File: config.mk
export PLATFORM = sky130hd
export DESIGN_NAME = igf_grad
export DESIGN_NICKNAME = d
export VERILOG_FILES = /design/src/sv/igf_pkg.sv /design/src/sv/igf_grad.sv
export SDC_FILE = /design/constraint.sdc
export NUM_CORES = 1
export LEC_CHECK = 0
export ABC_AREA = 1
export BUFFER_PORTS_ARGS = -buffer_cell sky130_fd_sc_hd__clkbuf_2
export CORE_ASPECT_RATIO = 0.5
export CORE_MARGIN = 2
export CORE_UTILIZATION = 55
export DETAILED_ROUTE_END_ITERATION = 16
export PLACE_DENSITY = 0.78
export SYNTH_ARGS = -nofsm -noshare
export SYNTH_HDL_FRONTEND = slang
export SYNTH_SLANG_ARGS = --single-unit
File: constraint.sdc
create_clock -name clk -period 9.2 [get_ports clk]
set_clock_uncertainty 0.05 [all_clocks]
set_input_delay 0 -clock clk [delete_from_list [all_inputs] [get_ports clk]]
set_output_delay 0 -clock clk [all_outputs]
set_load 0.05 [all_outputs]
File: src/sv/igf_pkg.sv
`timescale 1ns / 1ps
// ----------------------------------------------------------------------------
// igf_pkg: shared types and constants for the five-point image gradient
// Register codes, input function codes, tap selects, the per-item control
// record handed from the position control to the gradient datapath.
// ----------------------------------------------------------------------------
package igf_pkg;

    localparam int MAX_WIDTH_DEFAULT  = 1024;
    localparam int PIXEL_BITS_DEFAULT = 16;
    localparam int GRAD_EXTRA_BITS    = 5;
    localparam int HEIGHT_LIMIT       = 1024;
    localparam int H_BITS             = $clog2(HEIGHT_LIMIT + 1);
    localparam int Y_BITS             = $clog2(HEIGHT_LIMIT);
    localparam int MIN_SIZE           = 3;
    localparam int CFG_BITS           = 11;
    localparam int CFG_INDEX_BITS     = 1;
    localparam int NUM_LINES          = 4;
    localparam int SLOT_BITS          = $clog2(NUM_LINES);
    localparam int TAP_COUNT          = 5;

    localparam logic [CFG_BITS-1:0] CFG_SIZE_RESET = CFG_BITS'(1024);

    typedef enum logic [CFG_INDEX_BITS-1:0] {
        CFG_FRAME_WIDTH  = 1'b0,
        CFG_FRAME_HEIGHT = 1'b1
    } cfg_index_t;

    typedef enum logic {
        FUNC_PIXEL = 1'b0,
        FUNC_DRAIN = 1'b1
    } func_t;

    // Source of one kernel tap, relative to the center position
    typedef enum logic [2:0] {
        TAP_M2 = 3'd0,
        TAP_M1 = 3'd1,
        TAP_C  = 3'd2,
        TAP_P1 = 3'd3,
        TAP_P2 = 3'd4
    } tap_t;

    // Per-item control record
    typedef struct packed {
        logic                 emit;
        logic                 rd;
        logic [SLOT_BITS-1:0] rslot;
        logic [SLOT_BITS-1:0] yslot;
        logic                 x_first;
        logic                 x_second;
        logic                 x_pen;
        logic                 x_last;
        logic                 y_first;
        logic                 y_second;
        logic                 y_pen;
        logic                 y_last;
        logic                 last;
    } ctl_t;

    // Mirror the tap at offset -2 (no edge repeat)
    function automatic tap_t tap_m2(input logic first, input logic second);
        return first ? TAP_P2 : (second ? TAP_C : TAP_M2);
    endfunction

    // Mirror the tap at offset -1
    function automatic tap_t tap_m1(input logic first);
        return first ? TAP_P1 : TAP_M1;
    endfunction

    // Mirror the tap at offset +1
    function automatic tap_t tap_p1(input logic last);
        return last ? TAP_M1 : TAP_P1;
    endfunction

    // Mirror the tap at offset +2
    function automatic tap_t tap_p2(input logic last, input logic pen);
        return last ? TAP_M2 : (pen ? TAP_C : TAP_P2);
    endfunction

endpackage

File: src/sv/igf_grad.sv
`timescale 1ns / 1ps
// ----------------------------------------------------------------------------
// igf_grad: tap windows, kernel sums and result register
// Keeps the last read-ahead samples of the center row and the last two read
// columns, mirrors taps at the frame edges and forms the (1,-8,8,-1) sums.
// ----------------------------------------------------------------------------
module igf_grad
    import igf_pkg::*;
#(
    parameter int PIXEL_BITS = PIXEL_BITS_DEFAULT
) (
    input  logic                                         clk,
    input  logic                                         rst_n,
    input  logic                                         accept,
    input  ctl_t                                         ctl,
    input  logic signed [PIXEL_BITS-1:0]                 pixel,
    input  logic signed [PIXEL_BITS-1:0]                 rd_q [NUM_LINES],
    input  logic                                         out_stall,
    output logic                                         adv,
    output logic                                         out_valid,
    output logic signed [PIXEL_BITS+GRAD_EXTRA_BITS-1:0] grad_x,
    output logic signed [PIXEL_BITS+GRAD_EXTRA_BITS-1:0] grad_y,
    output logic                                         last_of_frame
);

    localparam int GRAD_BITS = PIXEL_BITS + GRAD_EXTRA_BITS;

    logic                         s1_valid_reg;
    ctl_t                         s1_ctl_reg;
    logic signed [PIXEL_BITS-1:0] s1_pix_reg;
    logic signed [PIXEL_BITS-1:0] col_reg [2][NUM_LINES];
    logic signed [PIXEL_BITS-1:0] center_reg [4];
    logic                         out_valid_reg;
    logic signed [GRAD_BITS-1:0]  grad_x_reg, grad_y_reg;
    logic                         last_reg;

    logic signed [PIXEL_BITS-1:0] fresh;
    logic signed [PIXEL_BITS-1:0] xwin [TAP_COUNT];
    logic signed [PIXEL_BITS-1:0] ywin [TAP_COUNT];
    logic signed [PIXEL_BITS-1:0] vx_m2, vx_m1, vx_p1, vx_p2;
    logic signed [PIXEL_BITS-1:0] vy_m2, vy_m1, vy_p1, vy_p2;
    logic signed [GRAD_BITS-1:0]  ex_m2, ex_m1, ex_p1, ex_p2;
    logic signed [GRAD_BITS-1:0]  ey_m2, ey_m1, ey_p1, ey_p2;
    logic signed [GRAD_BITS-1:0]  gx, gy;
    logic [SLOT_BITS-1:0]         slot_m2, slot_m1, slot_p1;
    logic                         shift;

    // Move the pipe whenever the result register is free or being taken
    assign adv   = !out_valid_reg || !out_stall;
    assign shift = adv && s1_valid_reg && s1_ctl_reg.rd;

    // Hold the accepted item
    always_ff @(posedge clk or negedge rst_n)
    begin
        if (!rst_n)
        begin
            s1_valid_reg <= 1'b0;
        end
        else if (adv)
        begin
            s1_valid_reg <= accept;
        end
    end

    always_ff @(posedge clk)
    begin
        if (adv && accept)
        begin
            s1_ctl_reg <= ctl;
            s1_pix_reg <= pixel;
        end
    end

    // Advance the windows by one read-ahead column
    always_ff @(posedge clk)
    begin
        if (shift)
        begin
            for (int i = 0; i < NUM_LINES; i++)
            begin
                col_reg[0][i] <= rd_q[i];
                col_reg[1][i] <= col_reg[0][i];
            end
            center_reg[0] <= fresh;
            center_reg[1] <= center_reg[0];
            center_reg[2] <= center_reg[1];
            center_reg[3] <= center_reg[2];
        end
    end

    // Select the mirrored taps and form the sums
    always_comb
    begin
        fresh   = rd_q[s1_ctl_reg.rslot];
        slot_m2 = s1_ctl_reg.yslot - SLOT_BITS'(2);
        slot_m1 = s1_ctl_reg.yslot - SLOT_BITS'(1);
        slot_p1 = s1_ctl_reg.yslot + SLOT_BITS'(1);

        xwin[TAP_M2] = center_reg[3];
        xwin[TAP_M1] = center_reg[2];
        xwin[TAP_C]  = center_reg[1];
        xwin[TAP_P1] = center_reg[0];
        xwin[TAP_P2] = fresh;

        ywin[TAP_M2] = col_reg[1][slot_m2];
        ywin[TAP_M1] = col_reg[1][slot_m1];
        ywin[TAP_C]  = col_reg[1][s1_ctl_reg.yslot];
        ywin[TAP_P1] = col_reg[1][slot_p1];
        ywin[TAP_P2] = s1_pix_reg;

        vx_m2 = xwin[tap_m2(s1_ctl_reg.x_first, s1_ctl_reg.x_second)];
        vx_m1 = xwin[tap_m1(s1_ctl_reg.x_first)];
        vx_p1 = xwin[tap_p1(s1_ctl_reg.x_last)];
        vx_p2 = xwin[tap_p2(s1_ctl_reg.x_last, s1_ctl_reg.x_pen)];
        vy_m2 = ywin[tap_m2(s1_ctl_reg.y_first, s1_ctl_reg.y_second)];
        vy_m1 = ywin[tap_m1(s1_ctl_reg.y_first)];
        vy_p1 = ywin[tap_p1(s1_ctl_reg.y_last)];
        vy_p2 = ywin[tap_p2(s1_ctl_reg.y_last, s1_ctl_reg.y_pen)];

        ex_m2 = {{GRAD_EXTRA_BITS{vx_m2[PIXEL_BITS-1]}}, vx_m2};
        ex_m1 = {{GRAD_EXTRA_BITS{vx_m1[PIXEL_BITS-1]}}, vx_m1};
        ex_p1 = {{GRAD_EXTRA_BITS{vx_p1[PIXEL_BITS-1]}}, vx_p1};
        ex_p2 = {{GRAD_EXTRA_BITS{vx_p2[PIXEL_BITS-1]}}, vx_p2};
        ey_m2 = {{GRAD_EXTRA_BITS{vy_m2[PIXEL_BITS-1]}}, vy_m2};
        ey_m1 = {{GRAD_EXTRA_BITS{vy_m1[PIXEL_BITS-1]}}, vy_m1};
        ey_p1 = {{GRAD_EXTRA_BITS{vy_p1[PIXEL_BITS-1]}}, vy_p1};
        ey_p2 = {{GRAD_EXTRA_BITS{vy_p2[PIXEL_BITS-1]}}, vy_p2};

        gx = ex_m2 - (ex_m1 <<< 3) + (ex_p1 <<< 3) - ex_p2;
        gy = ey_m2 - (ey_m1 <<< 3) + (ey_p1 <<< 3) - ey_p2;
    end

    // Result register
    always_ff @(posedge clk or negedge rst_n)
    begin
        if (!rst_n)
        begin
            out_valid_reg <= 1'b0;
        end
        else if (adv)
        begin
            out_valid_reg <= s1_valid_reg && s1_ctl_reg.emit;
        end
    end

    always_ff @(posedge clk)
    begin
        if (adv && s1_valid_reg && s1_ctl_reg.emit)
        begin
            grad_x_reg <= gx;
            grad_y_reg <= gy;
            last_reg   <= s1_ctl_reg.last;
        end
    end

    assign out_valid     = out_valid_reg;
    assign grad_x        = grad_x_reg;
    assign grad_y        = grad_y_reg;
    assign last_of_frame = last_reg;

endmodule

==> metrics.cfg <==
[outcome]
status = complete, no violations

[yosys]
synth_top_area_share_pct = 51.5
synth_edf_count = 266
synth.yosys.warnings = 0
yosys.cell_count.top_type = nand2_1
synthCells = 1634
seq_area_frac_synth_pct = 51.8
yosys-top-cells-count = nand2_1, edfxtp_1, inv_1
synth.area.top_cells = edfxtp_1, nand2_1, fa_1
avgSynthCellArea_sq_um = 9.50
ys_seq_elements = 268
synthArstFlopShare_pct = 0.746
synth_area_leader_cell = edfxtp_1
synth_fp_nets = 1843
ys_types = 29
synth_area_sq_mm = 0.0155
synth_top_flop_cell = edfxtp_1

[power_and_ir_drop]
p_total_mw = 5.02
vdd_drop_max_mv = 0.288
power.leakage_nw = 7.98
power_density_mw_per_mm2 = 273

[global_routing]
grt_overflow = 0
grtUsageTotal_pct = 27.2
grt_antenna_before_repair = 0
grt_pass1_vias = 11800
grt_first_pass_wirelength_microns = 62800
grt_max_degree = 193

[die]
rows = 43
io_pins = 144
dieWidth_microns = 242
start_util_pct = 56.0
die_h_microns = 123
dieArea_sq_mm = 0.0297
core_sq_mm = 0.0277

[layout]
multiInputGateArea_sq_mm = 0.00648
largest_register_ffs = 128
syn_to_final_growth_pct = 18.3
final_nets = 2060
nFillCells = 2060
drive_above_1_share_pct = 10.6
instances_no_fill = 2250
seq_area_sq_mm = 0.00804

[clock_tree]
tritoncts = done
clock-root-buffer = clkbuf_16
cts_htree_levels = 1
cts_buffer_depth = 3
cts.sinks = 268
clk_latency_ns = 0.56
clkTransAtPathRegs_ns = 0.07
cts_inserted_buffers = 24
postCtsSetupBuffers = 0
cts.repair.resized = 0

[worst_setup_path]
path_class = reg -> reg
slowest_stage = edfxtp_1
worstPathArrival_ns = 5.29
required_ns = 9.45
start_kind = flop
slowest_delay_ns = 1.01
crit_chain = inv_1 -> o21ai_0 -> o221ai_1 -> fa_1 -> inv_1 -> fa_1 -> inv_1 -> ha_1 -> nand2_1 -> nand2_1 -> nand2_1 -> nand2_1 -> nand2_1 -> nand3_1 -> nand2_1 -> nand2_1 -> nand2_1 -> nand2_1
critPathTopFamily = adder cells
setup.worst_path.end_class = flop
worstPathBufferInverterCount = 3
critPathMaxFanout = 32
cp_common_cell = nand2_1

[hold_path]
hp-class = in -> reg

[placement]
portBuffers = 143
dp_hpwl_microns = 25700
place_inst = 2106
place.gp.congestion = 0.917

[timing]
fmax_mhz = 199
rsz0062_at_grt = no
fin_crit_ns = 5.04
period_share_pct = 54.7
slew_headroom_pct = 28.7
tightest_slew_ns = 1.07
maxSlewViolCount = 0
setup_viol = 0
tns_ns = 0
hold_violations = 0

[routing]
wl_microns = 39600
vias_per_cell = 5.50
vias = 12400
drt-initial-drc-count = 1185
post-route-drc-count = 0
routedWlPerCell_microns = 17.6
ant_nets = 0
firstDrtPassIters = 7

[job]
max_cap_viol_count = 0

-- cell usage in the layout (no fill, tap or decap), types with 60 or more instances in the layout --
cell type and count:
nand2_1 490, edfxtp_1 266, inv_1 199, clkbuf_2 143
o21ai_0 114, dlygate4sd3_1 101, nand3_1 92, nor2_1 89
fa_1 70, o21ai_1 60
-- report_power, final --
| part | switching (mW) | internal (mW) |
|---|---|---|
| Clock | 0.467 | 0.568 |
| Sequential | 0.0570 | 1.60 |
| Combinational | 1.55 | 0.775 |
| Total | 2.07 | 2.94 |
-- final timing paths --
check / from / end / slack, ns / cells after the start
setup / recovery: s1_ctl_reg[10]$_DFFE_PP_ / grad_y[15]$_DFFE_PP_ / 4.16 / 18
hold / removal: ctl[0] / s1_ctl_reg[0]$_DFFE_PP_ / 0.12 / 2
setup reg to reg: s1_ctl_reg[10]$_DFFE_PP_ / grad_y[15]$_DFFE_PP_ / 4.16 / 18
hold reg to reg: col_reg[0][9]$_DFFE_PP_ / col_reg[0][73]$_DFFE_PP_ / 0.37 / 0
max in group asynchronous: rst_n / out_valid$_DFFE_PN0N_ / 8.74 / 3
min in group asynchronous: rst_n / s1_valid_reg$_DFFE_PN0N_ / 0.24 / 3
-- cell families after synthesis --
group                    share of synthesized area [%]
AO/OA/AOI/OAI                                     9.72
multiplexers                                     0.967
flip-flops                                        51.8
buffers and inverters                             6.57
adder cells (fa/ha/maj)                           12.3
XOR/XNOR                                          1.23
AND/OR/NAND/NOR                                   17.5
-- per-layer routing --
metal  GRT usage [%]  wire length [microns]  vias up
met1            37.1                  16700     5777
met5               0                      0        -
li1                -                      -     5890
met3            5.27                   3070      123
met4            9.47                   1380        0
met2            44.3                  18400      578
-- what timing repair did --
item                       CTS  global route
hold endpoints to repair   115             0
setup endpoints to repair    0             0
hold buffers               101             0
-- through the flow --
step | hold slack [ns] | utilization (%) | setup slack (ns) | instance area [sq um]
detailed placement | -0.261 | 59.8 | 4.21 | 16600
finish | 0.117 | 66.3 | 4.16 | 18400
floorplan | -0.346 | - | 2.49 | 15500
CTS | 0.0949 | 66.3 | 4.18 | 18400
global route | 0.109 | 66.3 | 3.66 | 18400
global placement | -0.265 | 59.8 | 4.33 | 16600
-- layout make-up --
class	instances	share of cell area, %
Inverter	203	4.15
Multi-Input combinational cell	1099	35.3
Tap cell	382	2.60
Clock buffer	27	3.33
Antenna cell	1	0.0136
Sequential cell	268	43.8
Timing Repair Buffer	255	9.92
Clock inverter	15	0.940
No activity file was read; power rests on OpenSTA's default activity.
