`config.mk`:
```
export PLATFORM = sky130hd
export DESIGN_NAME = igf_ctrl
export DESIGN_NICKNAME = d
export VERILOG_FILES = /design/src/sv/igf_pkg.sv /design/src/sv/igf_ctrl.sv
export SDC_FILE = /design/constraint.sdc
export NUM_CORES = 1
export LEC_CHECK = 0
export ABC_AREA = 0
export CORE_ASPECT_RATIO = 2
export CORE_MARGIN = 5
export CORE_UTILIZATION = 40
export CTS_CLUSTER_DIAMETER = 50
export DETAILED_ROUTE_END_ITERATION = 7
export DONT_BUFFER_PORTS = 1
export PLACE_DENSITY = 0.63
export SETUP_SLACK_MARGIN = 0.15
export SYNTH_ARGS = -nofsm -noshare
export SYNTH_HDL_FRONTEND = slang
export SYNTH_SLANG_ARGS = --single-unit
```
`constraint.sdc`:
```
create_clock -name clk -period 6.6 [get_ports clk]
set_clock_uncertainty 0.1 [all_clocks]
set_input_delay 0.33 -clock clk [delete_from_list [all_inputs] [get_ports clk]]
set_output_delay 0.33 -clock clk [all_outputs]
set_load 0.01 [all_outputs]
```
`src/sv/igf_pkg.sv`:
```
`timescale 1ns / 1ps
// ----------------------------------------------------------------------------
// igf_pkg: shared types and constants for the five-point image gradient
// Register codes, input function codes, tap selects, the per-item control
// record handed from the position control to the gradient datapath.
// ----------------------------------------------------------------------------
package igf_pkg;

    localparam int MAX_WIDTH_DEFAULT  = 1024;
    localparam int PIXEL_BITS_DEFAULT = 16;
    localparam int GRAD_EXTRA_BITS    = 5;
    localparam int HEIGHT_LIMIT       = 1024;
    localparam int H_BITS             = $clog2(HEIGHT_LIMIT + 1);
    localparam int Y_BITS             = $clog2(HEIGHT_LIMIT);
    localparam int MIN_SIZE           = 3;
    localparam int CFG_BITS           = 11;
    localparam int CFG_INDEX_BITS     = 1;
    localparam int NUM_LINES          = 4;
    localparam int SLOT_BITS          = $clog2(NUM_LINES);
    localparam int TAP_COUNT          = 5;

    localparam logic [CFG_BITS-1:0] CFG_SIZE_RESET = CFG_BITS'(1024);

    typedef enum logic [CFG_INDEX_BITS-1:0] {
        CFG_FRAME_WIDTH  = 1'b0,
        CFG_FRAME_HEIGHT = 1'b1
    } cfg_index_t;

    typedef enum logic {
        FUNC_PIXEL = 1'b0,
        FUNC_DRAIN = 1'b1
    } func_t;

    // Source of one kernel tap, relative to the center position
    typedef enum logic [2:0] {
        TAP_M2 = 3'd0,
        TAP_M1 = 3'd1,
        TAP_C  = 3'd2,
        TAP_P1 = 3'd3,
        TAP_P2 = 3'd4
    } tap_t;

    // Per-item control record
    typedef struct packed {
        logic                 emit;
        logic                 rd;
        logic [SLOT_BITS-1:0] rslot;
        logic [SLOT_BITS-1:0] yslot;
        logic                 x_first;
        logic                 x_second;
        logic                 x_pen;
        logic                 x_last;
        logic                 y_first;
        logic                 y_second;
        logic                 y_pen;
        logic                 y_last;
        logic                 last;
    } ctl_t;

    // Mirror the tap at offset -2 (no edge repeat)
    function automatic tap_t tap_m2(input logic first, input logic second);
        return first ? TAP_P2 : (second ? TAP_C : TAP_M2);
    endfunction

    // Mirror the tap at offset -1
    function automatic tap_t tap_m1(input logic first);
        return first ? TAP_P1 : TAP_M1;
    endfunction

    // Mirror the tap at offset +1
    function automatic tap_t tap_p1(input logic last);
        return last ? TAP_M1 : TAP_P1;
    endfunction

    // Mirror the tap at offset +2
    function automatic tap_t tap_p2(input logic last, input logic pen);
        return last ? TAP_M2 : (pen ? TAP_C : TAP_P2);
    endfunction

endpackage

```
`src/sv/igf_ctrl.sv`:
```
`timescale 1ns / 1ps
// ----------------------------------------------------------------------------
// igf_ctrl: configuration and frame position control
// Holds the size registers, the input, output and read-ahead positions, and
// decides per item whether it writes a pixel, reads ahead and gives a result.
// ----------------------------------------------------------------------------
module igf_ctrl
    import igf_pkg::*;
#(
    parameter int MAX_WIDTH = MAX_WIDTH_DEFAULT
) (
    input  logic                         clk,
    input  logic                         rst_n,
    // configuration
    input  logic                         cfg_write,
    input  logic [CFG_INDEX_BITS-1:0]    cfg_index,
    input  logic [CFG_BITS-1:0]          cfg_data,
    // input item
    input  logic                         in_valid,
    input  logic                         func,
    input  logic                         adv,
    output logic                         accept,
    // row memories
    output logic                         wr_en,
    output logic [SLOT_BITS-1:0]         wr_slot,
    output logic [$clog2(MAX_WIDTH)-1:0] wr_col,
    output logic                         rd_en,
    output logic [$clog2(MAX_WIDTH)-1:0] rd_col,
    // to the datapath
    output ctl_t                         ctl
);

    localparam int COL_BITS = $clog2(MAX_WIDTH);
    localparam int W_BITS   = $clog2(MAX_WIDTH + 1);

    logic [CFG_BITS-1:0]  frame_width_reg;
    logic [CFG_BITS-1:0]  frame_height_reg;
    logic [W_BITS-1:0]    w_reg, w_next;
    logic [H_BITS-1:0]    h_reg, h_next;
    logic [COL_BITS-1:0]  in_col_reg, in_col_next;
    logic [H_BITS-1:0]    in_row_reg, in_row_next;
    logic [COL_BITS-1:0]  out_col_reg, out_col_next;
    logic [Y_BITS-1:0]    out_row_reg, out_row_next;
    logic [COL_BITS-1:0]  rd_col_reg, rd_col_next;
    logic [SLOT_BITS-1:0] rd_slot_reg, rd_slot_next;

    logic [31:0]       fw_ext, fh_ext;
    logic [W_BITS-1:0] w_cfg, w_use;
    logic [H_BITS-1:0] h_cfg, h_use;
    logic              idle, have, is_drain, wr, emit, rd, last;
    logic              in_col_end, out_col_end, rd_col_end, prefetch;

    // Configuration writes
    always_ff @(posedge clk or negedge rst_n)
    begin
        if (!rst_n)
        begin
            frame_width_reg  <= CFG_SIZE_RESET;
            frame_height_reg <= CFG_SIZE_RESET;
        end
        else if (cfg_write)
        begin
            unique case (cfg_index_t'(cfg_index))
                CFG_FRAME_WIDTH:  frame_width_reg  <= cfg_data;
                CFG_FRAME_HEIGHT: frame_height_reg <= cfg_data;
            endcase
        end
    end

    // Clamp the frame size: width to what the line stores hold, height to HEIGHT_LIMIT, both to at least MIN_SIZE
    always_comb
    begin
        fw_ext = 32'(frame_width_reg);
        fh_ext = 32'(frame_height_reg);
        if (fw_ext < 32'(MIN_SIZE))
            w_cfg = W_BITS'(MIN_SIZE);
        else if (fw_ext > 32'(MAX_WIDTH))
            w_cfg = W_BITS'(MAX_WIDTH);
        else
            w_cfg = W_BITS'(fw_ext);
        if (fh_ext < 32'(MIN_SIZE))
            h_cfg = H_BITS'(MIN_SIZE);
        else if (fh_ext > 32'(HEIGHT_LIMIT))
            h_cfg = H_BITS'(HEIGHT_LIMIT);
        else
            h_cfg = H_BITS'(fh_ext);
    end

    // Decode what the item does
    always_comb
    begin
        idle     = (in_col_reg == '0) && (in_row_reg == '0)
                   && (out_col_reg == '0) && (out_row_reg == '0);
        w_use    = idle ? w_cfg : w_reg;
        h_use    = idle ? h_cfg : h_reg;
        is_drain = (func_t'(func) == FUNC_DRAIN);
        have     = in_row_reg < h_use;
        wr       = have && !is_drain;
        emit     = have ? (wr && (in_row_reg >= H_BITS'(2))) : 1'b1;

        in_col_end  = W_BITS'(in_col_reg) == w_use - W_BITS'(1);
        out_col_end = W_BITS'(out_col_reg) == w_use - W_BITS'(1);
        rd_col_end  = W_BITS'(rd_col_reg) == w_use - W_BITS'(1);

        // read ahead the first two pixels of row 0 at the end of row 1
        prefetch = wr && (in_row_reg == H_BITS'(1))
                   && (W_BITS'(in_col_reg) >= w_use - W_BITS'(2));
        rd       = emit || prefetch;
        last     = emit && out_col_end
                   && (H_BITS'(out_row_reg) == h_use - H_BITS'(1));
    end

    // Advance the positions
    always_comb
    begin
        w_next       = w_reg;
        h_next       = h_reg;
        in_col_next  = in_col_reg;
        in_row_next  = in_row_reg;
        out_col_next = out_col_reg;
        out_row_next = out_row_reg;
        rd_col_next  = rd_col_reg;
        rd_slot_next = rd_slot_reg;
        if (accept)
        begin
            if (idle && !is_drain)
            begin
                w_next = w_cfg;
                h_next = h_cfg;
            end
            if (wr)
            begin
                in_col_next = in_col_end ? '0 : in_col_reg + COL_BITS'(1);
                in_row_next = in_col_end ? in_row_reg + H_BITS'(1) : in_row_reg;
            end
            if (emit)
            begin
                out_col_next = out_col_end ? '0 : out_col_reg + COL_BITS'(1);
                out_row_next = out_col_end ? out_row_reg + Y_BITS'(1) : out_row_reg;
            end
            if (rd)
            begin
                rd_col_next  = rd_col_end ? '0 : rd_col_reg + COL_BITS'(1);
                rd_slot_next = rd_col_end ? rd_slot_reg + SLOT_BITS'(1) : rd_slot_reg;
            end
            if (last)
            begin
                in_col_next  = '0;
                in_row_next  = '0;
                out_col_next = '0;
                out_row_next = '0;
                rd_col_next  = '0;
                rd_slot_next = '0;
            end
        end
    end

    always_ff @(posedge clk or negedge rst_n)
    begin
        if (!rst_n)
        begin
            w_reg       <= W_BITS'(MAX_WIDTH);
            h_reg       <= H_BITS'(HEIGHT_LIMIT);
            in_col_reg  <= '0;
            in_row_reg  <= '0;
            out_col_reg <= '0;
            out_row_reg <= '0;
            rd_col_reg  <= '0;
            rd_slot_reg <= '0;
        end
        else
        begin
            w_reg       <= w_next;
            h_reg       <= h_next;
            in_col_reg  <= in_col_next;
            in_row_reg  <= in_row_next;
            out_col_reg <= out_col_next;
            out_row_reg <= out_row_next;
            rd_col_reg  <= rd_col_next;
            rd_slot_reg <= rd_slot_next;
        end
    end

    // Memory controls and per-item record
    assign accept  = in_valid && adv;
    assign wr_en   = accept && wr;
    assign wr_slot = in_row_reg[SLOT_BITS-1:0];
    assign wr_col  = in_col_reg;
    assign rd_en   = accept && rd;
    assign rd_col  = rd_col_reg;

    always_comb
    begin
        ctl.emit     = emit;
        ctl.rd       = rd;
        ctl.rslot    = rd_slot_reg;
        ctl.yslot    = out_row_reg[SLOT_BITS-1:0];
        ctl.x_first  = (out_col_reg == '0);
        ctl.x_second = (out_col_reg == COL_BITS'(1));
        ctl.x_pen    = W_BITS'(out_col_reg) == w_use - W_BITS'(2);
        ctl.x_last   = out_col_end;
        ctl.y_first  = (out_row_reg == '0);
        ctl.y_second = (out_row_reg == Y_BITS'(1));
        ctl.y_pen    = H_BITS'(out_row_reg) == h_use - H_BITS'(2);
        ctl.y_last   = H_BITS'(out_row_reg) == h_use - H_BITS'(1);
        ctl.last     = last;
    end

endmodule

```
==> impl_metrics.csv, run 1 <==
group,metric,value,unit
setup_path,cp-start-kind,"flip-flop",
setup_path,cp_max_fo,13,
power,power_density,219,mW/mm^2
layout,diodes,0,
timing,maxSlewViolCount,0,
route,drt-initial-drc-count,384,
layout,final_nets,1011,
grt,grt.total_usage,22.7,%
timing,worst_slack,0.514,ns
logic_synthesis,synth_xor_area_share,9.38,%
grt,grt_pass1_vias,7463,
setup_path,cp_common_cell,"o21ai_0",
logic_synthesis,yosys_warnings,0,
route,drtPass1Iterations,5,
setup_path,arrival,5.66,ns
setup_path,critPathTopFamily,"simple AND/OR/NAND/NOR gates",
logic_synthesis,netlist_area,0.00813,mm^2
timing,fin_crit,6.09,ns
clock_network,cts_buffers,9,
layout,finalNonFillerCells,1223,
setup_path,path_class,"flip-flop to output pin",
clock_network,clkLatencyLatePin,0.37,ns
timing,slew_headroom,20.4,%
logic_synthesis,synthSimpleGateAreaFrac,26.8,%
clock_network,clkTransAtPathRegs,0.07,ns
placement,dp_cells,1194,
timing,min_period_over_period,92.2,%
die,io_pins,58,
setup_path,cp.required,6.17,ns
min_path,hold_start,"cfg_data[0]",
timing,finalSetupViolCount,0,
power,vdd_ir_drop_max,0.000166,V
placement,place_hpwl,20700,um
placement,port_buffers,0,
logic_synthesis,ys_top_cells_by_count,"nand2_1 (102), dfrtp_1 (93), nor2_1 (71)",
logic_synthesis,synth.area.mux_share,8.38,%
power,leakage,3.75,nW
route,antenna_left,0,
logic_synthesis,synth_cell_types,78,
layout,areaGrowthSynthToFinish,9.67,%
timing,setup_tns,0,ns
power,swShare,36.9,%
logic_synthesis,synth_compound_area_share,15.1,%
timing,hold_ws,0.0118,ns
setup_path,crit_buf_inv,3,
logic_synthesis,synth-adder-area-share,5.70,%
timing,rsz0062_at_grt,"false",
die,die_h,212,um
route,drt-vias-per-instance,6.01,
layout,n_fill_cell,2044,
grt,overflow,0,
die,core_area,0.0199,mm^2
clock_network,cts_max_path_buffers,2,
die,die-area,0.0234,mm^2
layout,regArea,0.00243,mm^2
die,start_util,40.8,%
layout,fin_util,44.8,%
timing,fmax,0.164,GHz
run_status,status,"complete, no violations",
logic_synthesis,ys_seq_area_share,29.9,%
logic_synthesis,yosysTopAreaCell,"dfrtp_1",
setup_path,max_stage_delay,0.60,ns
logic_synthesis,yosysMostFrequentCell,"nand2_1",
power,pwr-share-clk,29.9,%
power,power_frac_seq,42.2,%
logic_synthesis,syn_avg_cell_area,8.50,um^2
route,drc,0,
logic_synthesis,synth_edf_count,0,
job,cap_violations,0,
setup_path,rrSetupSlack,0.69,ns
grt,grt_max_degree,98,
logic_synthesis,synth_seq_cells,97,
grt,antenna_found_initial,0,
placement,gp_congestion,0.934,
die,fp-row-count,73,
setup_path,r2r-start,"out_col_reg[2]$_DFFE_PN0P_",
clock_network,cts-root-buf,"clkbuf_16",
layout,drive_gt1_share,12.8,%
logic_synthesis,synth.area.top_cells,"dfrtp_1 (29%), ha_1 (5.7%), xnor2_1 (5.1%), mux2_2 (5.0%), nand2_1 (4.7%)",
logic_synthesis,synth_top_family_by_area,"simple AND/OR/NAND/NOR gates",
layout,multi_input_area,0.00533,mm^2
clock_network,htree_levels,3,
logic_synthesis,yosysTopAreaCellShare,28.6,%
power,pwr-share-comb,28.0,%
clock_network,post_cts_buffers,0,
grt,grt_pass1_wl,41300,um
timing,worst_pin_slew,1.18,ns
power,p_int,1.23,mW
die,die_x,111,um
logic_synthesis,synth_nets,1011,
placement,pre_cts_slack,0.530,ns
route,wl,26400,um
setup_path,critPathLaunch,"frame_width_reg[5]$_DFFE_PN0P_",
min_path,hold_class,"input pin to flip-flop",
route,wire_per_inst,21.6,um
clock_network,clock_sinks,97,
logic_synthesis,ys_async_sr_fraction,100,%
logic_synthesis,yosys_most_used_dff,"dfrtp_1",
logic_synthesis,syn_inst,956,
timing,hold_violations,0,
setup_path,endpoint_kind,"output pin",
clock_network,cts_tree,"built",
setup_path,crit_slowest_cell,"or4_1",
power,switching_power,0.720,mW
setup_path,path_cells,"or4_1 -> nor3_1 -> o21ai_0 -> nor2_1 -> a21oi_4 -> ha_1 -> buf_4 -> o21ai_0 -> and3b_1 -> xnor2_1 -> o21ai_0 -> ha_1 -> a2111oi_0 -> nand2_1 -> a31oi_1 -> o21bai_1 -> nand2_2 -> clkinvlp_4 -> buf_4",
route,vias,7350,
## layout by cell type (no fill, tap or decap), types with 5 or more instances in the layout
cell and n:
nor3_1 23, a2111oi_0 5, a211oi_1 5, xnor2_1 47
or4_1 6, buf_4 33, clkbuf_16 9, nor4_1 17
nand3_1 26, nand2_1 101, and2_1 9, or2_2 7
or3_1 18, dfrtp_1 93, o41ai_1 8, ha_1 37
mux2_2 36, nor2_1 71, and3_1 18, xor2_1 40
nor2b_1 16, nor4_4 8, dlygate4sd3_1 12, o21ai_1 6
a21oi_1 45, inv_1 25, o31ai_1 5, a31oi_1 14
mux2i_1 26, nand4_1 21, nand2b_1 23, o21ai_0 59
a22o_1 8
## path summary, 6_finish.rpt
path | endpoint | cells after the start
max reg2reg | wr_col[9]$_DFFE_PN0P_ | 18
min | frame_height_reg[0]$_DFFE_PN0P_ | 1
max | rd_en | 19
max in group asynchronous | wr_col[0]$_DFFE_PN0P_ | 2
min reg2reg | h_reg[1]$_DFFE_PN0P_ | 2
min in group asynchronous | frame_width_reg[4]$_DFFE_PN0P_ | 2
## per-layer routing
layer | track usage (%) | up-vias | part of all wire, %
li1 | - | 3443 | -
met1 | 21.2 | 3570 | 34
met2 | 41.8 | 220 | 53
met3 | 3.69 | 117 | 3.4
met4 | 20.0 | 0 | 9.7
met5 | 0 | - | 0
## power groups by stage
stage | Clock [mW] | Sequential, mW | Combinational (mW)
6_report | 0.582 | 0.822 | 0.545
5_1_grt | 0.620 | 0.838 | 0.604
4_1_cts | 0.597 | 0.818 | 0.539
3_5_place_dp | 0 | 0.830 | 0.516
3_3_place_gp | 0 | 0.827 | 0.511
2_1_floorplan | 0 | 0.749 | 0.430
## final cells by class
type                    instances  area share, %
flip-flops and latches         97           27.3
inverters                      28           1.22
well taps                     262           3.68
clock buffers                   9           2.53
multi-input cells             774           59.8
repair buffers                 46           4.44
clock inverters                 7           1.04
## timing repair
item | CTS | global route
pin swaps | 0 | 0
setup endpoints to repair | 1 | 1
hold endpoints to repair | 109 | 1
gates resized for setup | 1 | 4
hold buffers | 12 | 1
## stage by stage
stage | power (mW) | instance area, um^2
6_report | 1.95 | 8910
5_1_grt | 2.06 | 8910
4_1_cts | 1.95 | 8880
3_5_place_dp | 1.35 | 8420
3_3_place_gp | 1.34 | 8420
2_1_floorplan | 1.18 | 8130
## worst register-to-register path, delay by kind of cell (launching register included)
family / cells / cell delay (ns)
AND/OR/NAND/NOR: 7 / 2.83
multiplexers: 1 / 0.17
buffers and inverters: 3 / 0.57
adder cells (fa/ha/maj): 1 / 0.22
flip-flops: 1 / 0.57
AO/OA/AOI/OAI: 5 / 1.24
XOR/XNOR: 1 / 0.13
## cell families (layout without fill, tap and decap cells)
kind of cell / after synthesis / after routing
compound gates: 195 / 195
xor+xnor: 87 / 87
fa+ha+maj: 37 / 37
buf+inv: 85 / 90
flops: 97 / 97
mux: 63 / 63
simple gates: 392 / 392
No activity file was read; power rests on OpenSTA's default activity.
==> inputs of run 2 (changes only) <==
--- a/config.mk
+++ b/config.mk
@@ -6,7 +6,7 @@
 export NUM_CORES = 1
 export LEC_CHECK = 0
 export ABC_AREA = 0
-export CORE_ASPECT_RATIO = 2
+export CORE_ASPECT_RATIO = 0.8
 export CORE_MARGIN = 5
 export CORE_UTILIZATION = 40
 export CTS_CLUSTER_DIAMETER = 50
==> impl_metrics.csv, run 2 (synthesized netlist as in run 1, its figures left out) <==
group,metric,value,unit
setup_path,arrival,5.71,ns
min_path,hold_class,"input pin to flip-flop",
setup_path,path_cells,"nor4_2 -> nand3_2 -> inv_2 -> nand4_1 -> a21oi_4 -> ha_2 -> or4b_1 -> nor2_1 -> nand3_1 -> xor2_1 -> nand2_1 -> o21ai_0 -> ha_1 -> a2111oi_1 -> nand2_1 -> a31oi_1 -> o21bai_1 -> nand2_2 -> clkinvlp_4",
timing,fin_crit,6.14,ns
route,antenna_left,0,
power,power_density,222,mW/mm^2
layout,design_area,0.00874,mm^2
layout,finalNonFillerCells,1204,
timing,fmax,0.163,GHz
die,fp-row-count,46,
placement,dp_cells,1184,
timing,slew_headroom,33.6,%
route,wire_per_inst,20.1,um
layout,regArea,0.00243,mm^2
setup_path,path_class,"flip-flop to output pin",
timing,maxSlewViolCount,0,
clock_network,clkLatencyLatePin,0.36,ns
placement,place_hpwl,18500,um
layout,mostFrequentLayoutCells,"nand2_1 (101), dfrtp_1 (93), nor2_1 (71)",
route,drtPass1Iterations,6,
clock_network,cts_tree,"built",
route,drc,0,
run_status,status,"complete, no violations",
clock_network,cts-root-buf,"clkbuf_16",
power,leakage,3.64,nW
grt,grt_max_degree,98,
clock_network,htree_levels,3,
timing,worst_pin_slew,0.994,ns
timing,finalSetupViolCount,0,
layout,multi_input_area,0.00533,mm^2
setup_path,cp_common_cell,"nand2_1",
setup_path,cp.required,6.17,ns
route,drt-vias-per-instance,6.00,
placement,place_area,0.00833,mm^2
setup_path,crit_slowest_cell,"dfrtp_1",
timing,rsz0062_at_grt,"true",
grt,grt_pass1_wl,38900,um
die,start_util,40.8,%
power,vdd_ir_drop_max,0.000115,V
setup_path,endpoint_kind,"output pin",
clock_network,cts_max_path_buffers,2,
layout,layout_commonest_cell,"nand2_1",
grt,antenna_found_initial,0,
placement,port_buffers,0,
clock_network,cts_buffers,9,
die,die_h,137,um
layout,n_fill_cell,2005,
setup_path,cp-start-kind,"flip-flop",
grt,overflow,0,
die,die_x,169,um
layout,areaGrowthSynthToFinish,7.53,%
job,cap_violations,0,
layout,drive_gt1_share,12.0,%
timing,min_period_over_period,93.0,%
clock_network,clock_sinks,97,
die,io_pins,58,
setup_path,cp_max_fo,12,
route,vias,7218,
die,core_area,0.0199,mm^2
route,drt-initial-drc-count,855,
placement,pre_cts_slack,0.304,ns
placement,gp_congestion,0.962,
timing,worst_slack,0.462,ns
setup_path,max_stage_delay,0.53,ns
grt,grt_pass1_vias,6770,
setup_path,critPathTopFamily,"simple AND/OR/NAND/NOR gates",
clock_network,post_cts_buffers,0,
timing,setup_tns,0,ns
die,die-area,0.0233,mm^2
setup_path,crit_buf_inv,2,
clock_network,clkTransAtPathRegs,0.07,ns
grt,grt.total_usage,21.1,%
layout,final_nets,990,
power,power,1.94,mW
route,wl,24200,um
timing,hold_violations,0,
layout,diodes,0,
==> run 2: area by class of cell <==
cell class	instances	area share, %
Multi-Input combinational cell	774	61.0
Sequential cell	97	27.8
Tap cell	264	3.78
Clock buffer	10	2.62
Timing Repair Buffer	25	2.46
Inverter	28	1.25
Clock inverter	6	1.03
==> run 2: timing repair <==
| item | 4_1_cts | 5_1_grt |
|---|---|---|
| hold buffers | 4 | 0 |
| gates resized for setup | 1 | 7 |
| endpoints found under the setup margin | 1 | 14 |
| hold endpoints to repair | 99 | 0 |
==> run 2: final timing paths <==
check / start / endpoint / slack, ns / depth (start not counted)
max in group asynchronous: rst_n / frame_width_reg[10]$_DFFE_PN1P_ / 5.52 / 2
setup / recovery: out_col_reg[2]$_DFFE_PN0P_ / rd_en / 0.46 / 19
hold reg to reg: h_reg[1]$_DFFE_PN0P_ / h_reg[1]$_DFFE_PN0P_ / 0.41 / 2
setup reg to reg: out_col_reg[2]$_DFFE_PN0P_ / rd_col[0]$_DFFE_PN0P_ / 0.55 / 20
min in group asynchronous: rst_n / in_row_reg[5]$_DFFE_PN0P_ / 0.46 / 2
hold / removal: cfg_data[5] / frame_height_reg[5]$_DFFE_PN0P_ / 0.02 / 1
==> run 2: power by group <==
group	internal [mW]	total, mW	switching, mW
Clock	0.334	0.586	0.252
Combinational	0.232	0.549	0.317
Sequential	0.658	0.802	0.144
Total	1.22	1.94	0.713
==> run 2: worst reg2reg max path: cells and delay by family, from the launching register on <==
family,cells,cell delay [ns]
AO/OA/AOI/OAI,5,1.08
flip-flops,1,0.53
AND/OR/NAND/NOR,10,2.96
buffers and inverters,1,0.18
XOR/XNOR,1,0.16
multiplexers,1,0.26
adder cells (fa/ha/maj),2,0.70
==> run 2: per-stage QoR <==
| step | hold WS [ns] | util [%] |
|---|---|---|
| after floorplan | -0.0656 | - |
| final | 0.0165 | 43.9 |
| after CTS | 0.00637 | 43.7 |
| after detailed placement | -0.0586 | 41.8 |
| after global placement | -0.0591 | 41.8 |
| after global routing | 0.00531 | 43.9 |
==> run 2: routing by layer <==
layer	part of all wire, %	track usage, %
met3	9.3	5.68
met1	49	32.6
met2	40	29.0
met4	1.2	4.47
met5	0	0
==> inputs of run 3 (changes only) <==
--- a/config.mk
+++ b/config.mk
@@ -12,6 +12,7 @@
 export CTS_CLUSTER_DIAMETER = 50
 export DETAILED_ROUTE_END_ITERATION = 7
 export DONT_BUFFER_PORTS = 1
+export HOLD_SLACK_MARGIN = 0.02
 export PLACE_DENSITY = 0.63
 export SETUP_SLACK_MARGIN = 0.15
 export SYNTH_ARGS = -nofsm -noshare
==> impl_metrics.csv, run 3 (synthesized netlist as in run 1, its figures left out) <==
group,metric,value,unit
run_status,status,"complete, no violations",
timing,worst_pin_slew,0.998,ns
route,drt-initial-drc-count,902,
placement,place_area,0.00833,mm^2
clock_network,post_cts_buffers,0,
grt,overflow,0,
die,die-area,0.0233,mm^2
clock_network,cts_buffers,9,
route,wire_per_inst,20.0,um
setup_path,cp-start-kind,"flip-flop",
grt,antenna_found_initial,0,
layout,diodes,0,
power,power_density,220,mW/mm^2
layout,layout_commonest_cell,"nand2_1",
layout,n_fill_cell,1999,
route,wl,24300,um
setup_path,cp.required,6.17,ns
layout,mostFrequentLayoutCells,"nand2_1 (101), dfrtp_1 (93), nor2_1 (71)",
placement,gp_congestion,0.962,
timing,rsz0062_at_grt,"true",
setup_path,arrival,5.69,ns
layout,design_area,0.00883,mm^2
timing,min_period_over_period,92.7,%
clock_network,clock_sinks,97,
die,die_x,169,um
timing,worst_slack,0.482,ns
setup_path,cp_max_fo,12,
timing,slew_headroom,33.3,%
power,leakage,3.68,nW
min_path,hold_class,"input pin to flip-flop",
grt,grt_pass1_vias,6812,
clock_network,clkTransAtPathRegs,0.08,ns
layout,areaGrowthSynthToFinish,8.64,%
layout,final_nets,999,
timing,fin_crit,6.12,ns
die,start_util,40.8,%
timing,fmax,0.163,GHz
route,drc,0,
die,fp-row-count,46,
job,cap_violations,0,
timing,hold_violations,0,
route,drtPass1Iterations,6,
clock_network,cts_tree,"built",
clock_network,cts-root-buf,"clkbuf_16",
die,die_h,137,um
route,drt-vias-per-instance,5.94,
clock_network,clkLatencyLatePin,0.36,ns
power,vdd_ir_drop_max,0.000132,V
timing,finalSetupViolCount,0,
die,core_area,0.0199,mm^2
placement,port_buffers,0,
grt,grt_pass1_wl,39000,um
grt,grt.total_usage,21.1,%
route,vias,7207,
placement,place_hpwl,18500,um
die,io_pins,58,
timing,maxSlewViolCount,0,
timing,setup_tns,0,ns
clock_network,htree_levels,3,
route,antenna_left,0,
setup_path,path_class,"flip-flop to output pin",
setup_path,endpoint_kind,"output pin",
grt,grt_max_degree,98,
layout,drive_gt1_share,11.9,%
clock_network,cts_max_path_buffers,2,
placement,pre_cts_slack,0.304,ns
==> run 3: changes by cell type in the layout (fill, tap and decap cells not counted) <==
cell | previous run | this run
dlygate4sd3_1 | 3 | 12
==> run 3: critical path: stages, from the launching register on <==
cell and delay, ns:
dfrtp_1 0.53, nor4_2 0.43, nand3_2 0.23, inv_2 0.18
nand4_1 0.30, a21oi_4 0.36, ha_2 0.32, or4b_1 0.50
nor2_1 0.19, nand3_1 0.12, xor2_1 0.16, nand2_1 0.06
o21ai_0 0.19, ha_1 0.36, a2111oi_1 0.46, nand2_1 0.09
a31oi_1 0.17, o21bai_1 0.16, nand2_2 0.24, clkinvlp_4 0.27
==> run 3: path summary, 6_finish.rpt <==
kind / from / end / slack [ns] / cells after the start
min in group asynchronous: rst_n / in_row_reg[5]$_DFFE_PN0P_ / 0.46 / 2
max in group asynchronous: rst_n / frame_width_reg[10]$_DFFE_PN1P_ / 5.51 / 2
worst max-delay path: out_col_reg[2]$_DFFE_PN0P_ / rd_en / 0.48 / 19
worst min register to register: h_reg[1]$_DFFE_PN0P_ / h_reg[1]$_DFFE_PN0P_ / 0.41 / 2
worst min-delay path: cfg_data[6] / frame_width_reg[6]$_DFFE_PN0P_ / 0.03 / 1
worst max register to register: out_col_reg[2]$_DFFE_PN0P_ / wr_col[9]$_DFFE_PN0P_ / 0.57 / 15
==> run 3: stage by stage <==
| stage | util (%) | hold slack, ns | total power, mW | std cells |
|---|---|---|---|---|
| 6_report | 44.3 | 0.0331 | 1.95 | 1213 |
| 5_1_grt | 44.3 | 0.0266 | 2.05 | 1213 |
| 4_1_cts | 44.2 | 0.0242 | 1.94 | 1213 |
| 3_5_place_dp | 41.8 | -0.0586 | 1.33 | 1184 |
| 3_3_place_gp | 41.8 | -0.0591 | 1.33 | 1184 |
| 2_1_floorplan | - | -0.0656 | 1.18 | 956 |
==> run 3: where the power goes <==
part	total, mW	switching, mW	internal, mW
combinational	0.555	0.319	0.235
clock	0.588	0.254	0.334
sequential	0.802	0.144	0.658
==> run 3: timing repair <==
item | CTS | global route
hold buffers | 13 | 0
hold endpoints to repair | 118 | 0
endpoints found under the setup margin | 1 | 14
gates resized for setup | 1 | 7
==> run 3: cell type report <==
cell class              instances  area, um^2  area share [%]
multi-input cells             774        5330            60.4
well taps                     264         330            3.74
inverters                      28         109            1.23
clock buffers                  10         229            2.59
repair buffers                 34         305            3.46
flip-flops and latches         97        2430            27.6
clock inverters                 6        90.1            1.02
==> run 3: routing by layer <==
| layer | routed length [um] | global-route usage (%) | up-vias |
|---|---|---|---|
| li1 | - | - | 3423 |
| met1 | 12000 | 32.6 | 3478 |
| met2 | 9940 | 29.3 | 288 |
| met3 | 2140 | 5.34 | 18 |
| met4 | 259 | 4.47 | 0 |
| met5 | 0 | 0 | - |
